===== src/rtl/owbm_pkg.sv =====
// ----------------------------------------------------------------------------
// owbm_pkg
// Types and constants shared by the 1-Wire bus master blocks.
// ----------------------------------------------------------------------------
package owbm_pkg;

  localparam int CntW  = 10;
  localparam int CfgDW = 10;
  localparam int CfgAW = 3;

  // command codes
  localparam logic [1:0] CMD_NONE  = 2'd0;
  localparam logic [1:0] CMD_RESET = 2'd1;
  localparam logic [1:0] CMD_WRITE = 2'd2;
  localparam logic [1:0] CMD_READ  = 2'd3;

  // register indexes
  localparam logic [CfgAW-1:0] REG_RESET_LOW   = 3'd0;
  localparam logic [CfgAW-1:0] REG_RESET_REL   = 3'd1;
  localparam logic [CfgAW-1:0] REG_PRES_WAIT   = 3'd2;
  localparam logic [CfgAW-1:0] REG_PRES_LOW    = 3'd3;
  localparam logic [CfgAW-1:0] REG_SLOT_SHORT  = 3'd4;
  localparam logic [CfgAW-1:0] REG_SLOT_LONG   = 3'd5;
  localparam logic [CfgAW-1:0] REG_READ_SAMPLE = 3'd6;
  localparam logic [CfgAW-1:0] REG_READ_RECOV  = 3'd7;

  // sequencer phases
  localparam logic [3:0] PH_IDLE     = 4'd0;
  localparam logic [3:0] PH_RST_LOW  = 4'd1;
  localparam logic [3:0] PH_RST_REL  = 4'd2;
  localparam logic [3:0] PH_WAIT_LOW = 4'd3;
  localparam logic [3:0] PH_WAIT_HI  = 4'd4;
  localparam logic [3:0] PH_W_LOW    = 4'd5;
  localparam logic [3:0] PH_W_REL    = 4'd6;
  localparam logic [3:0] PH_R_LOW    = 4'd7;
  localparam logic [3:0] PH_R_SAMP   = 4'd8;
  localparam logic [3:0] PH_R_REC    = 4'd9;

  typedef struct packed {
    logic [9:0] reset_low_ticks;
    logic [7:0] reset_release_ticks;
    logic [9:0] presence_wait_limit;
    logic [9:0] presence_low_limit;
    logic [7:0] slot_short_ticks;
    logic [7:0] slot_long_ticks;
    logic [7:0] read_sample_ticks;
    logic [7:0] read_recovery_ticks;
  } cfg_t;

  typedef struct packed {
    logic [3:0]      phase;
    logic [CntW-1:0] tick_count;
    logic [2:0]      bit_index;
    logic [7:0]      shift_byte;
    logic            presence_flag;
    logic [7:0]      last_read;
  } seq_state_t;

  typedef struct packed {
    logic       drive_low;
    logic       busy_res;
    logic       done_res;
    logic [7:0] read_value;
    logic       device_present;
  } result_t;

endpackage


===== src/rtl/owbm_if.sv =====
// ----------------------------------------------------------------------------
// owbm_tick_if / owbm_result_if
// Valid/ready channels for bus ticks and per-tick results.
// ----------------------------------------------------------------------------
interface owbm_tick_if;
  logic       valid;
  logic       ready;
  logic [1:0] cmd;
  logic [7:0] write_value;
  logic       line_level;

  modport source (output valid, output cmd, output write_value, output line_level,
                  input ready);
  modport sink (input valid, input cmd, input write_value, input line_level,
                output ready);
endinterface

interface owbm_result_if;
  logic       valid;
  logic       ready;
  logic       drive_low;
  logic       busy_res;
  logic       done_res;
  logic [7:0] read_value;
  logic       device_present;

  modport source (output valid, output drive_low, output busy_res, output done_res,
                  output read_value, output device_present, input ready);
  modport sink (input valid, input drive_low, input busy_res, input done_res,
                input read_value, input device_present, output ready);
endinterface


===== src/rtl/one_wire_bus_master_top.sv =====
// ----------------------------------------------------------------------------
// one_wire_bus_master_top
// Tick-driven 1-Wire bus master: reset/presence, write byte, read byte.
// ----------------------------------------------------------------------------
//  channel   dir   handshake        carries
//  tick      in    valid/ready      cmd, write_value, line_level
//  result    out   valid/ready      drive_low, busy_res, done_res,
//                                   read_value, device_present
//  cfg_*     in    write enable     8 timing registers, index 0..7
//
//  One tick transaction per cycle; its result is registered and appears in the next cycle.
//  The sequencer step and its single count compare set the cycle time.
//  Ticks are taken while the result register is empty or being drained.
//  Reset (rst, synchronous) returns the sequencer to idle and registers
//  to their defaults; no clearing pass.
// ----------------------------------------------------------------------------
module one_wire_bus_master_top (
  input  logic                        clk,
  input  logic                        rst,
  owbm_tick_if.sink                   tick,
  owbm_result_if.source               result,
  input  logic                        cfg_we,
  input  logic [owbm_pkg::CfgAW-1:0]  cfg_index,
  input  logic [owbm_pkg::CfgDW-1:0]  cfg_data
);
  import owbm_pkg::*;

  cfg_t       cfg;
  seq_state_t state;
  seq_state_t state_next;
  result_t    res_next;
  result_t    res;
  logic       res_valid;
  logic       accept;

  owbm_cfg u_cfg (
    .clk       (clk),
    .rst       (rst),
    .cfg_we    (cfg_we),
    .cfg_index (cfg_index),
    .cfg_data  (cfg_data),
    .cfg       (cfg)
  );

  owbm_step u_step (
    .cfg         (cfg),
    .cur         (state),
    .cmd         (tick.cmd),
    .write_value (tick.write_value),
    .line_level  (tick.line_level),
    .nxt         (state_next),
    .res         (res_next)
  );

  assign tick.ready = !res_valid || result.ready;
  assign accept     = tick.valid && tick.ready;

  always_ff @(posedge clk) begin
    if (rst) begin
      state     <= '0;
      res_valid <= 1'b0;
    end else begin
      if (accept) state <= state_next;
      if (accept) res_valid <= 1'b1;
      else if (result.ready) res_valid <= 1'b0;
    end
  end

  always_ff @(posedge clk) begin
    if (accept) res <= res_next;
  end

  assign result.valid          = res_valid;
  assign result.drive_low      = res.drive_low;
  assign result.busy_res       = res.busy_res;
  assign result.done_res       = res.done_res;
  assign result.read_value     = res.read_value;
  assign result.device_present = res.device_present;

endmodule


===== src/rtl/owbm_cfg.sv =====
// ----------------------------------------------------------------------------
// owbm_cfg
// Timing register file, written through a plain write port.
// ----------------------------------------------------------------------------
module owbm_cfg (
  input  logic                        clk,
  input  logic                        rst,
  input  logic                        cfg_we,
  input  logic [owbm_pkg::CfgAW-1:0]  cfg_index,
  input  logic [owbm_pkg::CfgDW-1:0]  cfg_data,
  output owbm_pkg::cfg_t              cfg
);
  import owbm_pkg::*;

  always_ff @(posedge clk) begin
    if (rst) begin
      cfg.reset_low_ticks     <= 10'd750;
      cfg.reset_release_ticks <= 8'd15;
      cfg.presence_wait_limit <= 10'd200;
      cfg.presence_low_limit  <= 10'd240;
      cfg.slot_short_ticks    <= 8'd2;
      cfg.slot_long_ticks     <= 8'd60;
      cfg.read_sample_ticks   <= 8'd12;
      cfg.read_recovery_ticks <= 8'd50;
    end else if (cfg_we) begin
      unique case (cfg_index)
        REG_RESET_LOW:   cfg.reset_low_ticks     <= cfg_data;
        REG_RESET_REL:   cfg.reset_release_ticks <= cfg_data[7:0];
        REG_PRES_WAIT:   cfg.presence_wait_limit <= cfg_data;
        REG_PRES_LOW:    cfg.presence_low_limit  <= cfg_data;
        REG_SLOT_SHORT:  cfg.slot_short_ticks    <= cfg_data[7:0];
        REG_SLOT_LONG:   cfg.slot_long_ticks     <= cfg_data[7:0];
        REG_READ_SAMPLE: cfg.read_sample_ticks   <= cfg_data[7:0];
        REG_READ_RECOV:  cfg.read_recovery_ticks <= cfg_data[7:0];
        default: ;
      endcase
    end
  end

endmodule


===== src/rtl/owbm_step.sv =====
// ----------------------------------------------------------------------------
// owbm_step
// Next-state and result logic of the bus sequencer for one tick.
// ----------------------------------------------------------------------------
module owbm_step (
  input  owbm_pkg::cfg_t       cfg,
  input  owbm_pkg::seq_state_t cur,
  input  logic [1:0]           cmd,
  input  logic [7:0]           write_value,
  input  logic                 line_level,
  output owbm_pkg::seq_state_t nxt,
  output owbm_pkg::result_t    res
);
  import owbm_pkg::*;

  logic            start;
  logic [3:0]      ph;
  logic [CntW-1:0] tc;
  logic [2:0]      bi;
  logic [7:0]      sb;
  logic [CntW-1:0] tc_base;
  logic [CntW-1:0] tc_inc;
  logic [CntW-1:0] len;
  logic            over;
  logic            drive;
  logic            done;

  // command takes effect on the tick it arrives, if the sequencer is idle
  always_comb begin
    start = (cur.phase == PH_IDLE) && (cmd != CMD_NONE);
    ph    = cur.phase;
    tc    = cur.tick_count;
    bi    = cur.bit_index;
    sb    = cur.shift_byte;
    if (start) begin
      tc = '0;
      bi = '0;
      unique case (cmd)
        CMD_RESET: ph = PH_RST_LOW;
        CMD_WRITE: begin
          ph = PH_W_LOW;
          sb = write_value;
        end
        default: begin
          ph = PH_R_LOW;
          sb = '0;
        end
      endcase
    end
  end

  always_comb begin
    unique case (ph)
      PH_RST_LOW:  len = cfg.reset_low_ticks;
      PH_RST_REL:  len = {2'b00, cfg.reset_release_ticks};
      PH_WAIT_LOW: len = line_level ? cfg.presence_wait_limit : cfg.presence_low_limit;
      PH_WAIT_HI:  len = cfg.presence_low_limit;
      PH_W_LOW:    len = {2'b00, sb[0] ? cfg.slot_short_ticks : cfg.slot_long_ticks};
      PH_W_REL:    len = {2'b00, sb[0] ? cfg.slot_long_ticks : cfg.slot_short_ticks};
      PH_R_LOW:    len = {2'b00, cfg.slot_short_ticks};
      PH_R_SAMP:   len = {2'b00, cfg.read_sample_ticks};
      PH_R_REC:    len = {2'b00, cfg.read_recovery_ticks};
      default:     len = '0;
    endcase
    // first low tick of the presence watch restarts the count
    tc_base = (ph == PH_WAIT_LOW && !line_level) ? '0 : tc;
    tc_inc  = tc_base + 1'b1;
    over    = tc_inc >= len;
  end

  always_comb begin
    nxt            = cur;
    nxt.bit_index  = bi;
    nxt.shift_byte = sb;
    nxt.tick_count = over ? '0 : tc_inc;
    nxt.phase      = ph;
    drive          = 1'b0;
    done           = 1'b0;
    unique case (ph)
      PH_RST_LOW: begin
        drive = 1'b1;
        if (over) nxt.phase = PH_RST_REL;
      end
      PH_RST_REL: begin
        if (over) nxt.phase = PH_WAIT_LOW;
      end
      PH_WAIT_LOW: begin
        if (!line_level) nxt.phase = PH_WAIT_HI;
        if (over) begin
          nxt.presence_flag = 1'b0;
          nxt.phase         = PH_IDLE;
          done              = 1'b1;
        end
      end
      PH_WAIT_HI: begin
        if (line_level) begin
          nxt.tick_count    = '0;
          nxt.presence_flag = 1'b1;
          nxt.phase         = PH_IDLE;
          done              = 1'b1;
        end else if (over) begin
          nxt.presence_flag = 1'b0;
          nxt.phase         = PH_IDLE;
          done              = 1'b1;
        end
      end
      PH_W_LOW: begin
        drive = 1'b1;
        if (over) nxt.phase = PH_W_REL;
      end
      PH_W_REL: begin
        if (over) begin
          nxt.shift_byte = {1'b0, sb[7:1]};
          if (bi == 3'd7) begin
            nxt.bit_index = '0;
            nxt.phase     = PH_IDLE;
            done          = 1'b1;
          end else begin
            nxt.bit_index = bi + 1'b1;
            nxt.phase     = PH_W_LOW;
          end
        end
      end
      PH_R_LOW: begin
        drive = 1'b1;
        if (over) nxt.phase = PH_R_SAMP;
      end
      PH_R_SAMP: begin
        if (over) begin
          nxt.shift_byte = {line_level, sb[7:1]};
          nxt.phase      = PH_R_REC;
        end
      end
      PH_R_REC: begin
        if (over) begin
          if (bi == 3'd7) begin
            nxt.bit_index = '0;
            nxt.last_read = sb;
            nxt.phase     = PH_IDLE;
            done          = 1'b1;
          end else begin
            nxt.bit_index = bi + 1'b1;
            nxt.phase     = PH_R_LOW;
          end
        end
      end
      default: begin
        // idle or unused code: count holds
        nxt.tick_count = tc;
        nxt.phase      = PH_IDLE;
      end
    endcase
  end

  assign res.drive_low      = drive;
  assign res.busy_res       = (nxt.phase != PH_IDLE);
  assign res.done_res       = done;
  assign res.read_value     = nxt.last_read;
  assign res.device_present = nxt.presence_flag;

endmodule


===== src/flat_wrapper.sv =====
// flat-port wrapper written by rule: the top's interface ports become plain ports
module one_wire_bus_master_top_flat import owbm_pkg::*;
  (clk, rst, cfg_we, cfg_index, cfg_data, tick_valid, tick_cmd, tick_write_value, tick_line_level, tick_ready, result_valid, result_drive_low, result_busy_res, result_done_res, result_read_value, result_device_present, result_ready);
  owbm_tick_if tick_i ();
  owbm_result_if result_i ();
  input  logic clk;
  input  logic rst;
  input  logic cfg_we;
  input  logic [owbm_pkg::CfgAW-1:0] cfg_index;
  input  logic [owbm_pkg::CfgDW-1:0] cfg_data;
  input wire logic [$bits(tick_i.valid)-1:0] tick_valid;
  input wire logic [$bits(tick_i.cmd)-1:0] tick_cmd;
  input wire logic [$bits(tick_i.write_value)-1:0] tick_write_value;
  input wire logic [$bits(tick_i.line_level)-1:0] tick_line_level;
  output wire logic [$bits(tick_i.ready)-1:0] tick_ready;
  output wire logic [$bits(result_i.valid)-1:0] result_valid;
  output wire logic [$bits(result_i.drive_low)-1:0] result_drive_low;
  output wire logic [$bits(result_i.busy_res)-1:0] result_busy_res;
  output wire logic [$bits(result_i.done_res)-1:0] result_done_res;
  output wire logic [$bits(result_i.read_value)-1:0] result_read_value;
  output wire logic [$bits(result_i.device_present)-1:0] result_device_present;
  input wire logic [$bits(result_i.ready)-1:0] result_ready;
  assign tick_i.valid = tick_valid;
  assign tick_i.cmd = tick_cmd;
  assign tick_i.write_value = tick_write_value;
  assign tick_i.line_level = tick_line_level;
  assign tick_ready = tick_i.ready;
  assign result_valid = result_i.valid;
  assign result_drive_low = result_i.drive_low;
  assign result_busy_res = result_i.busy_res;
  assign result_done_res = result_i.done_res;
  assign result_read_value = result_i.read_value;
  assign result_device_present = result_i.device_present;
  assign result_i.ready = result_ready;
  one_wire_bus_master_top u_core (.clk(clk), .rst(rst), .tick(tick_i), .result(result_i), .cfg_we(cfg_we), .cfg_index(cfg_index), .cfg_data(cfg_data));
endmodule

===== config.mk =====
export PLATFORM = sky130hd
export DESIGN_NAME = one_wire_bus_master_top_flat
export DESIGN_NICKNAME = d
export VERILOG_FILES = /design/src/rtl/owbm_pkg.sv /design/src/rtl/owbm_if.sv /design/src/rtl/one_wire_bus_master_top.sv /design/src/rtl/owbm_cfg.sv /design/src/rtl/owbm_step.sv /design/src/flat_wrapper.sv
export SDC_FILE = /design/constraint.sdc
export NUM_CORES = 1
export LEC_CHECK = 0
export BUFFER_PORTS_ARGS = -buffer_cell sky130_fd_sc_hd__clkbuf_2
export CORE_MARGIN = 10
export CORE_UTILIZATION = 42
export CTS_CLUSTER_SIZE = 28
export DETAILED_ROUTE_END_ITERATION = 10
export SLEW_MARGIN = 25
export SYNTH_ARGS = -nofsm -noshare
export SYNTH_HDL_FRONTEND = slang
export SYNTH_SLANG_ARGS = --single-unit

===== constraint.sdc =====
create_clock -name clk -period 5.3 [get_ports clk]
set_input_delay 0.53 -clock clk [delete_from_list [all_inputs] [get_ports clk]]
set_output_delay 0.53 -clock clk [all_outputs]
set_load 0.01 [all_outputs]

**Yosys cells after proc, flatten, opt, wreduce, memory -nomap -nowiden**

Index checks and enable logic that the tools add are counted.

- Register bits after elaboration: 117
- Input bits: 29
- Output and inout bits: 14
- Word-level logic and storage cells: 112

- $add $sub $neg: 2
- $lt $le $gt $ge: 1
- Eq/ne operators: 19
- Multiplexer cells: 48
- Reduce and logical (&&, ||, !) cells: 22

Operators by type and width:

| kind | number |
|---|---|
| one-hot mux 10 bit (9 select lines) | 1 |
| two-way mux 8 bit | 7 |
| two-way mux 10 bit | 5 |
| two-way mux 4 bit | 12 |
| one-hot mux 4 bit (9 select lines) | 1 |
| one-hot mux 8 bit (2 select lines) | 2 |
| one-hot mux 10 bit (2 select lines) | 1 |
| equality test 4 x 3 -> 1 bit (second input constant) | 4 |
| AND reduction 2 bit | 8 |
| equality test 3 bit (second input constant) | 5 |
| two-way mux 3 bit | 5 |
| one-hot mux 3 bit (2 select lines) | 2 |
| two-way mux 11 bit | 1 |
| adder 10 x 1 -> 10 bit (second input constant) | 1 |
| >= comparator 10 bit | 1 |
| two-way mux 1 bit | 9 |
| equality test 4 x 2 -> 1 bit (second input constant) | 2 |
| equality test 4 bit (second input constant) | 2 |
| OR reduction 8 bit | 1 |
| equality test 3 x 2 -> 1 bit (second input constant) | 2 |
| equality test 4 x 1 -> 1 bit (second input constant) | 1 |
| zero test 4 bit | 1 |
| nonzero test 2 bit | 2 |
| nonzero test 4 bit | 1 |
| 12 further kinds | 15 |

**Depth between registers and ports, before layout**

- Depth after elaboration: 12
- Gate-level depth with buffers: 19
- Depth with buffers taken out: 17

**Hierarchy**

From an unflattened synthesis, not the netlist that was laid out.

- Cells, all modules: 735
- Area total of the unflattened synthesis: 6957.9 um^2

By module, submodules not included:

| module | instances | cells each | area an instance (um^2) | seq. area each (um^2) |
|---|---|---|---|---|
| owbm_cfg | 1 | 260 | 2773.9 | 1401.3 |
| owbm_step | 1 | 302 | 2165.8 | 0.0 |
| one_wire_bus_master_top | 1 | 173 | 2018.2 | 1061.0 |

**Worst setup path after synthesis**

OpenSTA, ideal clock, no wires.

- Kind: in2reg
- Start point: input tick_cmd[1]
- End point: register u_core.res, in the netlist u_core.result.busy_res (data pin)
- Setup time: 0.263 ns
- Data arrival time: 4.091 ns
- Required time: 5.037 ns
- Path slack: 0.946 ns
- Stages: 19
- Cell sequence: inv_1 -> ha_1 -> nor3_2 -> buf_4 -> a22o_1 -> buf_2 -> nor2_1 -> ha_1 -> nand4_1 -> a211oi_1 -> xnor2_1 -> nor2_1 -> ha_1 -> nand4_1 -> or3_1 -> buf_2 -> nand2_1 -> mux2_2 -> a2111o_1

RTL lines:

| item | line | text |
|---|---|---|
| start, declared | flat_wrapper.sv:12 | `input wire logic [$bits(tick_i.cmd)-1:0] tick_cmd;` |
| end signal, assigned | one_wire_bus_master_top.sv:70 | `if (accept) res <= res_next;` |
| end, declared | one_wire_bus_master_top.sv:32 | `result_t res;` |

==> results.toml <==
[yosys]
muxShareOfSynthArea = 0.108
synth_flop_cell = "dfxtp_1"
synth_cells = 684
synth_simple_gate_area_frac = 0.220
synth_top_family_by_area = "simple AND/OR/NAND/NOR gates"
syn_area_per_cell_um2 = 8.59
ys_seq_area_frac = 0.419
synth.largest_area_cell = "dfxtp_1"
syn_area_um2 = 5880
synth_cell_types = 67
synth_compound_area_frac = 0.166
synth_top_area_frac = 0.358
ys_ff_latch = 117
synthArstFlopShare = 0
ys_top_cells_by_count = "140 x nand2_1, 105 x dfxtp_1, 53 x nor2_1"
synthesis.nets = 730
synth_warnings = 0
synth-edff-count = 12
synthXorXnorAreaFrac = 0.0104
synthAdderAreaFrac = 0.0362
ys_top_cells_by_area = "dfxtp_1 36%, nand2_1 8.9%, mux2i_1 7.3%, edfxtp_1 6.1%, a21oi_1 3.9%"
synth.most_common_cell = "nand2_1"

[power_and_ir_drop]
p_leak_uw = 0.00261
powerDensity_nw_per_um2 = 375
peakVddDrop_uv = 247

[grt]
grt_max_degree = 67
antenna_found_initial = 0
grt_pass1_vias = 5110
grt_pass1_wl_mm = 26.5
grt.total_usage = 0.167
grt-ovfl-total = 0

[floorplan]
fp-row-count = 43
die_w_um = 138
die_y_um = 138
die_area_um2 = 19100
initial_core_util = 0.427
fp.coreArea_um2 = 13800
io_pins = 43

[hold_path]
hold_class = "in2reg"

[clock_network]
htree_levels = 4
clkLatencyLatePin_ns = 0.42
cts.sinks = 117
tritoncts = "built"
max-clock-path-buffers = 2
cts_buffers = 17
ctsHoldBuffers = 0
cts-root-buf = "clkbuf_16"
clk_pin_slew_worst_paths_ns = 0.05
post_cts_buffers = 0
cts_resized = 0

[placement]
gp_routability_congestion = 0.878
hpwl_mm = 11.5
port_buffers = 42

[worst_setup_path]
critPathKind = "reg2reg"
required_ns = 5.46
start_kind = "flop"
crit_arrival_ns = 5.06
crit_path_end_kind = "flop"
critPathMaxFanout = 16

[final_layout]
syn_to_final_growth_pct = 16.0
nNetsFinal = 763
fin_util = 0.495
drive_gt1_frac = 0.169
num_antenna_cells = 0
fillCellCount = 1325

[timing]
finalSetupViolations = 0
tns_ns = 0
hold_viol = 0
slew_headroom = 0.268
drv_slew = 0
final.setup_skew_ns = 0.00763
rsz0062_at_grt = "false"
worstMarginPinSlew_ns = 1.09
min_period_ns = 4.91
timing.final.crit_share = 0.926
fmax_ghz = 0.204

[routing]
ant_nets = 0
vias = 5232
drc = 0
drt-pass1-iter-count = 6
wire_per_inst_um = 17.8
wl_mm = 16.2
via_per_inst = 5.76
drtIter0Drc = 677

[flow_run]
maxCapViolCount = 0

[status]
status = "finished, final reports clean"
## per-layer routing
metal / vias up / global-route usage / part of all wire
met2: 169 / 0.276 / 0.49
met1: 2524 / 0.204 / 0.43
met3: 29 / 0.0432 / 0.060
li1: 2510 / - / -
met5: - / 0 / 0
met4: 0 / 0.0572 / 0.017
## flip-flops by register name, indices dropped and copies added (netlist names)
signal and count:
u_core.result.busy_res 1, u_core.result.device_present 1, u_core.result.done_res 1, u_core.result.drive_low 1, u_core.result.read_value 8, u_core.result.valid 1, u_core.state 34, u_core.u_cfg.cfg 70
## layout make-up
cell class,count,area [um2],share of cell area
Inverter,14,52.6,0.00770
Clock buffer,23,510,0.0748
Clock inverter,8,70.1,0.0103
Multi-Input combinational cell,511,3190,0.467
Timing Repair Buffer,56,315,0.0462
Sequential cell,117,2460,0.361
Tap cell,180,225,0.0330
## per-stage QoR
stage | power (uW) | hold WS (ns) | std cells | cell area, um2 | setup WS (ns)
6_report | 2560 | 0.349 | 909 | 6820 | 0.395
3_5_place_dp | 1450 | 0.445 | 878 | 6240 | 0.352
2_1_floorplan | 1310 | 0.431 | 684 | 5880 | 0.946
4_1_cts | 2570 | 0.338 | 909 | 6820 | 0.457
5_1_grt | 2670 | 0.363 | 909 | 6820 | 0.124
3_3_place_gp | 1440 | 0.440 | 878 | 6240 | 0.409
## critical path: stages (launching register included)
cell      delay, ns
dfxtp_1        0.67
nor2_2         0.15
buf_4          0.21
a22o_1         0.39
nor2_1         0.24
ha_1           0.25
nand4_1        0.17
a211oi_1       0.29
xnor2_1        0.15
nor2_1         0.08
ha_1           0.32
nand4_1        0.12
nor3_1         0.59
nor2_1         0.16
nor2_2         0.44
mux2_2         0.41
## final timing paths
check	slack, ns	cells past startpoint	start	endpoint
max	0.39	15	u_core.state[32]$_SDFFE_PP0P_	u_core.result.read_value[0]$_DFFE_PP_
min reg2reg	0.46	2	u_core.u_cfg.cfg[3]$_SDFFE_PP0P_	u_core.u_cfg.cfg[3]$_SDFFE_PP0P_
max reg2reg	0.39	15	u_core.state[32]$_SDFFE_PP0P_	u_core.result.read_value[0]$_DFFE_PP_
min	0.35	3	tick_valid	u_core.result.valid$_SDFFE_PP0P_
## report_power, final
part	internal, uW	total (uW)	switching [uW]
combinational	177	480	302
clock	719	1120	399
sequential	929	960	31.3
total	1820	2560	733
## cell usage in the layout, fill, tap and decap left out, drive strengths merged, types with 17 or more instances in the layout
cell type and instances:
a21oi 47, clkbuf 65, dfxtp 105, ha 17
mux2 18, mux2i 43, nand2 140, nand3 41
nor2 55, o21ai 23
## kinds of logic (layout without fill, tap and decap cells)
kind of cell / count (synthesis) / after routing
AND/OR/NAND/NOR: 288 / 288
AO/OA/AOI/OAI: 138 / 138
flip-flops: 117 / 117
multiplexers: 61 / 61
buffers and inverters: 56 / 101
adder cells (fa/ha/maj): 17 / 17
XOR/XNOR: 7 / 7
Note: power is estimated with default switching activity, not from simulation.
